[src/design/psf_pkg.sv]
// ----------------------------------------------------------------------------
// Prime stream filter package
// Payload types and fixed field widths of the input and result channels.
// ----------------------------------------------------------------------------
package psf_pkg;

  localparam int VALUE_W = 16;
  localparam int SLOT_W  = 8;

  typedef struct packed {
    logic [VALUE_W-1:0] value;
    logic               last;
  } in_item_t;

  typedef struct packed {
    logic [VALUE_W-1:0] prime_value;
    logic [SLOT_W-1:0]  slot;
  } out_item_t;

endpackage

[src/design/prime_stream_filter_unit.sv]
// Divisors tried: 2, then odd divisors up to floor(sqrt(value)), on the value cut
// to W = min(VALUE_BITS, 16) bits. One item at a time; a bit-serial remainder unit
// (one quotient bit per cycle) tests each divisor in turn.
// Results sit in an output register, so the next item is taken while one waits.
// Synchronous active-low reset clears the prime count, the sequencer and out_valid.
// ----------------------------------------------------------------------------
// Prime stream filter
// Trial-division primality test over a value stream; passes primes on with
// their slot from a saturating running count that clears after the last item.
// ----------------------------------------------------------------------------
module prime_stream_filter_unit #(
  parameter int VALUE_BITS = 16,
  parameter int MAX_PRIMES = 256
) (
  input  logic               clk,
  input  logic               rst_n,
  input  logic               in_valid,
  output logic               in_stall,
  input  psf_pkg::in_item_t  in_data,
  output logic               out_valid,
  input  logic               out_stall,
  output psf_pkg::out_item_t out_data
);
  import psf_pkg::*;

  localparam int VW    = (VALUE_BITS < VALUE_W) ? VALUE_BITS : VALUE_W;
  localparam int CW    = $clog2(MAX_PRIMES);
  localparam int CNT_W = $clog2(VW);

  typedef enum logic [2:0] {
    S_IDLE,
    S_CHECK,
    S_DIV,
    S_EVAL,
    S_DONE
  } state_t;

  state_t          state_r, state_nxt;
  logic [VW-1:0]   n_r, n_nxt;
  logic            last_r, last_nxt;
  logic [VW-1:0]   d_r, d_nxt;
  logic [VW-1:0]   rem_r, rem_nxt;
  logic [VW-1:0]   shreg_r, shreg_nxt;
  logic [CNT_W-1:0] cnt_r, cnt_nxt;
  logic [CW-1:0]   count_r, count_nxt;
  logic            out_valid_r, out_valid_nxt;
  out_item_t       out_data_r, out_data_nxt;

  logic [2*VW-1:0] sq;
  logic [VW:0]     trial;
  logic            trial_ge;

  assign sq       = d_r * d_r;
  assign trial    = {rem_r, shreg_r[VW-1]};
  assign trial_ge = trial >= {1'b0, d_r};

  always_comb begin
    state_nxt     = state_r;
    n_nxt         = n_r;
    last_nxt      = last_r;
    d_nxt         = d_r;
    rem_nxt       = rem_r;
    shreg_nxt     = shreg_r;
    cnt_nxt       = cnt_r;
    count_nxt     = count_r;
    out_valid_nxt = out_valid_r;
    out_data_nxt  = out_data_r;

    if (out_valid_r && !out_stall) begin
      out_valid_nxt = 1'b0;
    end

    unique case (state_r)
      S_IDLE: begin
        if (in_valid) begin
          n_nxt     = in_data.value[VW-1:0];
          last_nxt  = in_data.last;
          d_nxt     = VW'(2);
          state_nxt = S_CHECK;
        end
      end
      S_CHECK: begin
        priority if (n_r < VW'(2)) begin
          if (last_r) count_nxt = '0;
          state_nxt = S_IDLE;
        end else if (sq > (2*VW)'(n_r)) begin
          state_nxt = S_DONE;
        end else begin
          rem_nxt   = '0;
          shreg_nxt = n_r;
          cnt_nxt   = '0;
          state_nxt = S_DIV;
        end
      end
      S_DIV: begin
        // one restoring-division step per cycle, MSB of value first
        rem_nxt   = trial_ge ? VW'(trial - {1'b0, d_r}) : trial[VW-1:0];
        shreg_nxt = shreg_r << 1;
        cnt_nxt   = cnt_r + CNT_W'(1);
        if (cnt_r == CNT_W'(VW-1)) state_nxt = S_EVAL;
      end
      S_EVAL: begin
        if (rem_r == '0) begin
          // divisor found: drop the item
          if (last_r) count_nxt = '0;
          state_nxt = S_IDLE;
        end else begin
          d_nxt     = (d_r == VW'(2)) ? VW'(3) : d_r + VW'(2);
          state_nxt = S_CHECK;
        end
      end
      S_DONE: begin
        // hold until the output register is free
        if (!out_valid_r || !out_stall) begin
          out_data_nxt.prime_value = VALUE_W'(n_r);
          out_data_nxt.slot        = SLOT_W'(count_r);
          out_valid_nxt            = 1'b1;
          if (last_r) begin
            count_nxt = '0;
          end else if (count_r < CW'(MAX_PRIMES-1)) begin
            count_nxt = count_r + CW'(1);
          end
          state_nxt = S_IDLE;
        end
      end
      default: state_nxt = S_IDLE;
    endcase
  end

  always_ff @(posedge clk) begin
    if (!rst_n) begin
      state_r     <= S_IDLE;
      count_r     <= '0;
      out_valid_r <= 1'b0;
    end else begin
      state_r     <= state_nxt;
      count_r     <= count_nxt;
      out_valid_r <= out_valid_nxt;
    end
    n_r        <= n_nxt;
    last_r     <= last_nxt;
    d_r        <= d_nxt;
    rem_r      <= rem_nxt;
    shreg_r    <= shreg_nxt;
    cnt_r      <= cnt_nxt;
    out_data_r <= out_data_nxt;
  end

  assign in_stall  = (state_r != S_IDLE);
  assign out_valid = out_valid_r;
  assign out_data  = out_data_r;

endmodule

[config.mk]
export PLATFORM = sky130hd
export DESIGN_NAME = prime_stream_filter_unit
export DESIGN_NICKNAME = d
export VERILOG_FILES = /design/src/design/psf_pkg.sv /design/src/design/prime_stream_filter_unit.sv
export SDC_FILE = /design/constraint.sdc
export NUM_CORES = 1
export LEC_CHECK = 0
export BUFFER_PORTS_ARGS = -buffer_cell sky130_fd_sc_hd__buf_2
export CELL_PAD_IN_SITES_DETAIL_PLACEMENT = 1
export CELL_PAD_IN_SITES_GLOBAL_PLACEMENT = 1
export CORE_MARGIN = 4
export CORE_UTILIZATION = 50
export DETAILED_ROUTE_END_ITERATION = 6
export PLACE_DENSITY_LB_ADDON = 0.1
export SYNTH_ARGS = -nofsm -noshare
export SYNTH_HDL_FRONTEND = slang
export SYNTH_SLANG_ARGS = --single-unit
[constraint.sdc]
create_clock -name clk -period 21.3 [get_ports clk]
set_input_delay 5.325 -clock clk [delete_from_list [all_inputs] [get_ports clk]]
set_output_delay 5.325 -clock clk [all_outputs]
set_load 0.05 [all_outputs]
==> impl_metrics.csv, run 1 <==
group,metric,value,unit
yosys,yosysWarnings,0,
timing,fin_setup_tns,0,ps
worst_hold_path,hold_start,"count_r[6]",
worst_setup_path,end_kind,"flip-flop",
global_route,use_met1,0.374,
worst_hold_path,holdPathEnd,"out_data[6]",
route,dr.pass1.iters,5,
layout,syn2layout_area_growth,6.15,%
clocking,cts_resized,0,
route,drt-total-wl,37.0,mm
yosys,synth_ff_type,"edfxtp_1",
worst_setup_path,start_kind,"flip-flop",
floorplan,rows,58,
worst_hold_path,min_path_cells,0,
global_route,grt_pass1_vias,10800,
timing,setup_viol,0,
clocking,htree_num_levels,3,
clocking,clk_pin_slew,80,ps
timing,timing.fmax,103,MHz
layout,layout.nets,1718,
yosys,synthDistinctLibCells,75,
route,routedWlPerCell,21.4,um
timing,tightest_slew,876,ps
timing,period_share,0.456,
clocking,cts-root-buf,"clkbuf_16",
yosys,syn_area,13000,um2
layout,layout_commonest_cell,"inv_1",
place,portBuffers,46,
timing,hold_viol,0,
clocking,cts_made_buffers,9,
yosys,avgSynthCellArea,9.40,um2
layout,antennaDiodeCount,0,
layout,layout_common_cells,"259 x inv_1, 164 x fa_1, 138 x ha_1, 136 x nand2_1, 132 x nor2_1",
worst_setup_path,path_class,"reg2reg",
clocking,cts_buffer_depth,2,
clocking,cts_tree,"yes",
timing,fin_skew,16.9,ps
timing,slew_viol_final,0,
job,max-cap-violations,0,
route,drtIter0Drc,704,
place,gp_congestion,0.909,
route,ant_nets,0,
global_route,grt_max_degree,37,
timing,relSlewSlack,0.416,
layout,drive_gt1_frac,0.0650,
route,post_drt_via_cell_ratio,5.67,
yosys,yosys_register_bits,105,
global_route,grt_pass1_wl,60.2,mm
route,drc,0,
floorplan,io_pins,47,
worst_setup_path,crit_required,21290,ps
global_route,grt_overflow,0,
yosys,syn_inst,1378,
floorplan,start_util,0.512,
worst_setup_path,arrival,9690,ps
worst_setup_path,crit-reg2reg-capture,"cnt_r[1]",
run_status,status,"complete, no violations",
layout,fillers,2912,
worst_hold_path,hold_path.class,"reg2reg",
global_route,track_usage,0.268,
clocking,ctsHoldBuffers,0,
yosys,synth_nets,1701,
worst_setup_path,reg2reg_from,"d_r[5]",
floorplan,core,25300,um2
global_route,use_met2,0.453,
worst_setup_path,cp_max_fo,36,
power_and_ir_drop,power_density,133,nW/um2
global_route,antenna_found_initial,0,
global_route,busiest_layer,"met2",
yosys,synth_edf_count,93,
floorplan,die_area,28600,um2
worst_setup_path,r2r_cells,27,
yosys,seq_area_frac_synth,0.234,
place,hpwl,30.5,mm
power_and_ir_drop,irDropWorstVdd,0.000129,V
clocking,cts_sinks,105,
place,place_inst,1714,
floorplan,die_x,169,um
route,vias,9803,
timing,period_needed,9710,ps
global_route,use_met3,0.0355,
clocking,insertion_delay,370,ps
layout,instances_no_fill,1730,
timing,grt_setup_unrepaired,"no",
worst_setup_path,r2r_slack,11590,ps
yosys,synth_async_sr_flop_share,0,
power_and_ir_drop,leakagePower,6.59,nW
clocking,postCtsSetupRepairBufs,0,
floorplan,die_y,169,um
[cells by family (layout without fill, tap and decap cells)]
kind of cell / after synthesis / after routing / share of synthesized area
AND/OR/NAND/NOR: 401 / 401 / 0.141
buffers and inverters: 311 / 333 / 0.0927
adder cells (fa/ha/maj): 302 / 302 / 0.387
AO/OA/AOI/OAI: 182 / 182 / 0.0907
flip-flops: 105 / 105 / 0.234
XOR/XNOR: 59 / 59 / 0.0410
multiplexers: 18 / 18 / 0.0141
[per-layer routing]
layer / wire [um] / vias to the layer above
li1: - / 4543
met1: 16500 / 4975
met2: 18000 / 245
met3: 1630 / 40
met4: 762 / 0
met5: 0 / -
[synthesized netlist by cell type (all sizes together) (9+ instances only)]
cell type  number  area, um2
a21o           16        121
nor2          132        495
o21ai          45        229
and3            9       56.3
ha            138       1730
mux2i          16        160
a21oi          49        253
o21a           12       90.1
edfxtp         93       2790
xnor2          42        383
dfxtp          12        240
clkbuf         25       93.8
inv           260        976
fa            164       3280
xor2           17        149
nor3           23        115
nand4          16        100
o211ai          9       67.6
nand3          27        135
nand2         138        523
nor4           13       87.6
buf            20        109
[final cells by class]
type	instances	area, um2	share of cell area
repair buffers	51	268	0.0195
well taps	330	413	0.0300
clock buffers	9	225	0.0164
flip-flops and latches	105	3030	0.221
clock inverters	7	90.1	0.00655
multi-input cells	962	8730	0.634
inverters	266	998	0.0726
[worst max path at each step]
stage	startpoint	end	cells after the start
after floorplan	d_r[9]	cnt_r[0]	31
after global placement	d_r[2]	rem_r[12]	26
after detailed placement	d_r[2]	cnt_r[3]	26
after CTS	d_r[2]	cnt_r[1]	27
after global routing	d_r[2]	cnt_r[1]	27
final	d_r[5]	cnt_r[1]	27
[per-stage QoR]
stage	hold slack, ps	utilization	setup slack [ps]	instance area, um2	power (mW)
after floorplan	443	-	13100	13000	1.26
after global placement	465	0.531	11970	13400	1.59
after detailed placement	469	0.531	11720	13400	1.63
after CTS	492	0.543	11640	13800	1.83
after global routing	500	0.543	11110	13800	2.01
final	488	0.543	11590	13800	1.83
[state kept, by name (all words and copies together), names as in the netlist]
| register | count |
|---|---|
| cnt_r | 4 |
| count_r | 8 |
| d_r | 16 |
| last_r | 1 |
| n_r | 16 |
| out_data | 24 |
| out_valid | 1 |
| rem_r | 16 |
| shreg_r | 16 |
| state_r | 3 |
[power breakdown]
part	total, mW	internal [mW]	switching, mW
clock network	0.186	0.0952	0.0909
logic	1.40	0.511	0.889
registers	0.240	0.229	0.0103
[worst max-delay path, stage by stage, from the launching register on]
cell and delay, ps:
edfxtp_1 770, clkinv_1 680, nor2_1 410, fa_1 480, inv_1 100, fa_1 380, inv_1 90, fa_1 430
fa_1 480, fa_1 550, inv_1 60, fa_1 530, inv_1 40, ha_1 430, and4_1 260, nand3_1 80
a21oi_1 400, nor2_1 120, xnor2_1 150, ha_1 320, a21oi_1 180, nand2_1 90, a221o_1 300, a31o_2 230
a2111oi_2 390, o2111ai_1 190, nor4_2 370, a21o_2 780
No activity file was read; power rests on OpenSTA's default activity.
==> inputs of run 2 (changes only) <==
--- a/config.mk
+++ b/config.mk
@@ -5,11 +5,12 @@
 export SDC_FILE = /design/constraint.sdc
 export NUM_CORES = 1
 export LEC_CHECK = 0
+export ABC_AREA = 1
 export BUFFER_PORTS_ARGS = -buffer_cell sky130_fd_sc_hd__buf_2
 export CELL_PAD_IN_SITES_DETAIL_PLACEMENT = 1
 export CELL_PAD_IN_SITES_GLOBAL_PLACEMENT = 1
 export CORE_MARGIN = 4
-export CORE_UTILIZATION = 50
+export CORE_UTILIZATION = 49
 export DETAILED_ROUTE_END_ITERATION = 6
 export PLACE_DENSITY_LB_ADDON = 0.1
 export SYNTH_ARGS = -nofsm -noshare
==> constraint.sdc (replaced) <==
create_clock -name clk -period 9.7 [get_ports clk]
set_input_delay 2.425 -clock clk [delete_from_list [all_inputs] [get_ports clk]]
set_output_delay 2.425 -clock clk [all_outputs]
set_load 0.05 [all_outputs]
==> run 2 against run 1 <==
Fmax grew 23%. Critical path depth increased by 5. Via count is 8.7% higher. First-iteration DRC count down 34%. Clock skew down 0.89 ps. Wire length fell by 0.28%. Global-route usage decreased by 1.9 points. Synthesized area increased by 5.3%. Setup slack lost 9800 ps. Design area is 5.4% higher. Highest routed layer unchanged.
==> impl_metrics.csv, run 2 <==
group,metric,value,unit
run_status,status,"complete, no violations",
worst_setup_path,r2r_slack,1830,ps
global_route,grt_pass1_vias,11700,
yosys,synth_async_sr_flop_share,0,
route,routedWlPerCell,17.7,um
layout,largest_register_ffs,24,
floorplan,rows,60,
timing,timing.fmax,127,MHz
yosys,yosysWarnings,0,
floorplan,die_y,175,um
floorplan,core,27200,um2
layout,fin_area,14500,um2
global_route,antenna_found_initial,0,
clocking,cts_sinks,105,
timing,fin_skew,16.0,ps
clocking,cts-root-buf,"clkbuf_16",
worst_hold_path,hold_start,"n_r[7]",
route,ant_nets,0,
route,drt-total-wl,36.9,mm
timing,hold_viol,0,
worst_setup_path,start_kind,"flip-flop",
worst_setup_path,cp_max_fo,36,
timing,grt_setup_unrepaired,"no",
route,drtIter0Drc,462,
worst_setup_path,path_class,"reg2reg",
route,drc,0,
worst_hold_path,hold_path.class,"reg2reg",
yosys,synth_edf_count,93,
clocking,insertion_delay,370,ps
clocking,ctsHoldBuffers,0,
worst_setup_path,arrival,7880,ps
place,gp_congestion,0.920,
layout,layout_common_cells,"438 x inv_1, 408 x nand2_1, 164 x fa_1, 138 x ha_1, 93 x edfxtp_1",
worst_setup_path,worst_path_most_repeated_cell,"inv_1",
worst_setup_path,crit-reg2reg-capture,"rem_r[5]",
yosys,syn_area,13600,um2
worst_setup_path,end_kind,"flip-flop",
timing,slew_viol_final,0,
layout,antennaDiodeCount,0,
timing,fin_setup_tns,0,ps
clocking,cts_tree,"yes",
yosys,synth_common_cells,"438 x inv_1, 408 x nand2_1, 164 x fa_1, 138 x ha_1, 93 x edfxtp_1",
yosys,yosys_register_bits,105,
floorplan,start_util,0.502,
yosys,synthTopCellsByArea,"fa_1 24%, edfxtp_1 20%, ha_1 13%",
route,vias,10700,
floorplan,io_pins,47,
worst_setup_path,crit_required,9710,ps
clocking,cts_made_buffers,9,
yosys,synthDistinctLibCells,47,
timing,setup_viol,0,
global_route,grt_max_degree,37,
yosys,synth_nets,2010,
worst_setup_path,critPathTopFamily,"adder cells",
yosys,synth.top_cell.area_share,0.241,
global_route,track_usage,0.249,
worst_setup_path,reg2reg_from,"d_r[9]",
timing,period_share,0.811,
worst_hold_path,min_path_cells,0,
timing,tightest_slew,823,ps
floorplan,die_x,175,um
worst_setup_path,r2r_cells,32,
timing,period_needed,7870,ps
route,dr.pass1.iters,5,
place,post_dp_cell_area,14200,um2
layout,layout_commonest_cell,"inv_1",
clocking,cts_buffer_depth,2,
worst_setup_path,crit_path_max_incr_delay,870,ps
yosys,avgSynthCellArea,8.08,um2
route,post_drt_via_cell_ratio,5.11,
place,portBuffers,46,
worst_hold_path,holdPathEnd,"out_data[15]",
worst_setup_path,worst-path-buf-inv,8,
clocking,htree_num_levels,3,
clocking,postCtsSetupRepairBufs,0,
job,max-cap-violations,0,
place,hpwl,31.6,mm
layout,fillers,3392,
timing,relSlewSlack,0.451,
layout,syn2layout_area_growth,6.29,%
clocking,clk_pin_slew,80,ps
yosys,synth_area_leader_cell,"fa_1",
global_route,grt_overflow,0,
yosys,syn_inst,1687,
yosys,seq_area_frac_synth,0.222,
worst_setup_path,crit_path_start,"d_r[9]",
global_route,grt_pass1_wl,60.9,mm
worst_setup_path,crit_slowest_cell,"edfxtp_1",
yosys,synth_ff_type,"edfxtp_1",
layout,fin_util,0.533,
layout,layout.nets,2031,
floorplan,die_area,30600,um2
clocking,cts_resized,0,
yosys,yosysMostFrequentCell,"inv_1",
layout,drive_gt1_frac,0.0706,
## run 2: layer usage
metal  wire [um]  track usage  up-vias
met4         558       0.0468        0
met5           0            0        -
met1       16900        0.344     5351
li1            -            -     5151
met2       18600        0.433      116
met3         737       0.0251       33
## run 2: worst max path at each step
stage / end / slack, ps / cells after the start
finish: rem_r[5] / 1830 / 32
global route: rem_r[6] / 1350 / 32
CTS: rem_r[5] / 1850 / 33
detailed placement: rem_r[8] / 1910 / 33
global placement: rem_r[8] / 2120 / 33
floorplan: cnt_r[0] / 2220 / 34
## run 2: kinds of logic after synthesis
kind of cell / after synthesis / share of synthesized area
fa+ha+maj: 302 / 0.367
xor+xnor: 40 / 0.0257
flops: 105 / 0.222
buf+inv: 486 / 0.136
compound gates: 133 / 0.0538
simple gates: 621 / 0.195
## run 2: final cells by class
type / count / area (um2) / area share
Timing Repair Buffer: 51 / 268 / 0.0185
Tap cell: 372 / 465 / 0.0321
Multi-Input combinational cell: 1096 / 8750 / 0.604
Sequential cell: 105 / 3030 / 0.209
Inverter: 445 / 1670 / 0.115
Clock inverter: 7 / 83.8 / 0.00578
Clock buffer: 9 / 225 / 0.0155
## run 2: stage by stage
| stage | std cells | setup slack (ps) | hold WS [ps] |
|---|---|---|---|
| 2_1_floorplan | 1687 | 2220 | 431 |
| 3_3_place_gp | 2069 | 2120 | 465 |
| 3_5_place_dp | 2069 | 1910 | 468 |
| 4_1_cts | 2085 | 1850 | 489 |
| 5_1_grt | 2085 | 1350 | 508 |
| 6_report | 2085 | 1830 | 494 |
Power of run 2 is left out: the tool's default activity adds up to more than one toggle a clock period on the data nets, which glitch-free logic cannot reach.
==> inputs of run 3 (changes only) <==
==> constraint.sdc (replaced) <==
create_clock -name clk -period 7.4 [get_ports clk]
set_input_delay 1.85 -clock clk [delete_from_list [all_inputs] [get_ports clk]]
set_output_delay 1.85 -clock clk [all_outputs]
set_load 0.05 [all_outputs]
==> run 3 against run 2 <==
Cell count increased by 2.4%. Die area unchanged. Core utilization increased by 2.1 points.
==> impl_metrics.csv, run 3 (same netlist as run 2, synthesis figures left out) <==
group,metric,value,unit
worst_setup_path,worst-path-buf-inv,10,
worst_setup_path,crit_path_max_incr_delay,540,ps
worst_setup_path,start_kind,"flip-flop",
place,place_inst,2093,
run_status,status,"complete, no violations",
floorplan,die_x,175,um
global_route,grt_pass1_wl,62.1,mm
clocking,htree_num_levels,3,
worst_setup_path,end_kind,"flip-flop",
worst_setup_path,crit_slowest_cell,"fa_1",
layout,drive_gt1_frac,0.107,
worst_setup_path,r2r_cells,34,
place,pre_cts_ws,71.1,ps
layout,layout_commonest_cell,"inv_1",
job,max-cap-violations,0,
floorplan,die_area,30600,um2
layout,antennaDiodeCount,0,
layout,syn2layout_area_growth,10.5,%
route,dr.pass1.iters,6,
route,drtIter0Drc,595,
route,vias,11000,
route,routedWlPerCell,18.5,um
floorplan,start_util,0.502,
layout,layout.nets,2081,
place,gp_congestion,0.941,
timing,period_needed,7190,ps
floorplan,io_pins,47,
worst_setup_path,path_class,"reg2reg",
place,portBuffers,46,
clocking,cts_sinks,105,
worst_setup_path,cp_max_fo,7,
worst_setup_path,crit_required,7490,ps
timing,relSlewSlack,0.544,
worst_hold_path,hold_path.class,"reg2reg",
floorplan,die_y,175,um
global_route,grt_max_degree,37,
clocking,cts_tree,"yes",
timing,timing.fmax,139,MHz
layout,largest_register_ffs,24,
timing,setup_viol,0,
worst_setup_path,critPathTopFamily,"adder cells",
floorplan,rows,60,
worst_setup_path,arrival,7280,ps
timing,fin_skew,15.7,ps
route,post_drt_via_cell_ratio,5.14,
clocking,cts_made_buffers,9,
global_route,antenna_found_initial,0,
timing,tightest_slew,683,ps
worst_setup_path,cp.depth,34,
worst_setup_path,worst_path_most_repeated_cell,"inv_1",
route,ant_nets,0,
timing,layout_setup_ws,211,ps
layout,instances_no_fill,2135,
worst_hold_path,min_path_cells,0,
clocking,cts-root-buf,"clkbuf_16",
clocking,insertion_delay,370,ps
layout,layout_common_cells,"438 x inv_1, 405 x nand2_1, 162 x fa_1, 132 x ha_1, 93 x edfxtp_1",
timing,period_share,0.971,
global_route,track_usage,0.255,
floorplan,core,27200,um2
timing,hold_viol,0,
global_route,grt_overflow,0,
clocking,clk_pin_slew,90,ps
global_route,grt_pass1_vias,11900,
route,drt-total-wl,39.5,mm
timing,slew_viol_final,0,
route,drc,0,
clocking,ctsHoldBuffers,0,
place,hpwl,32.6,mm
clocking,cts_buffer_depth,2,
run 3: what timing repair did:
action,in CTS,in global routing
endpoints found under the setup margin,0,38
resized for setup,0,27
setup buffers,0,20
run 3: worst paths after layout:
check / from / end / slack [ps]
worst max-delay path: d_r[10] / rem_r[3] / 210
worst min-delay path: n_r[14] / out_data[22] / 490
worst max register to register: d_r[10] / rem_r[3] / 210
worst min register to register: n_r[14] / out_data[22] / 490
run 3: metrics by stage:
| step | hold slack [ps] | utilization | instance area [um2] | setup TNS (ps) |
|---|---|---|---|---|
| floorplan | 431 | - | 13600 | 0 |
| global placement | 446 | 0.529 | 14400 | 0 |
| detailed placement | 470 | 0.529 | 14400 | 0 |
| CTS | 488 | 0.540 | 14700 | 0 |
| global route | 512 | 0.555 | 15100 | -2790 |
| finish | 494 | 0.555 | 15100 | 0 |
run 3: area by class of cell:
class | instances | area (um2)
clock buffer | 9 | 225
clock inverter | 7 | 75.1
fill | 3386 | 12100
inverter | 445 | 1670
multi-input combinational | 1096 | 8880
sequential | 105 | 3030
tap | 372 | 465
timing repair buffer | 101 | 726
run 3: metal layers:
layer,vias up,track usage,wire length [um]
met5,-,0,0
met4,0,0.0406,546
met3,40,0.0409,1740
met2,200,0.447,19500
met1,5469,0.342,17700
li1,5255,-,-
Power of run 3 is left out for the same reason.
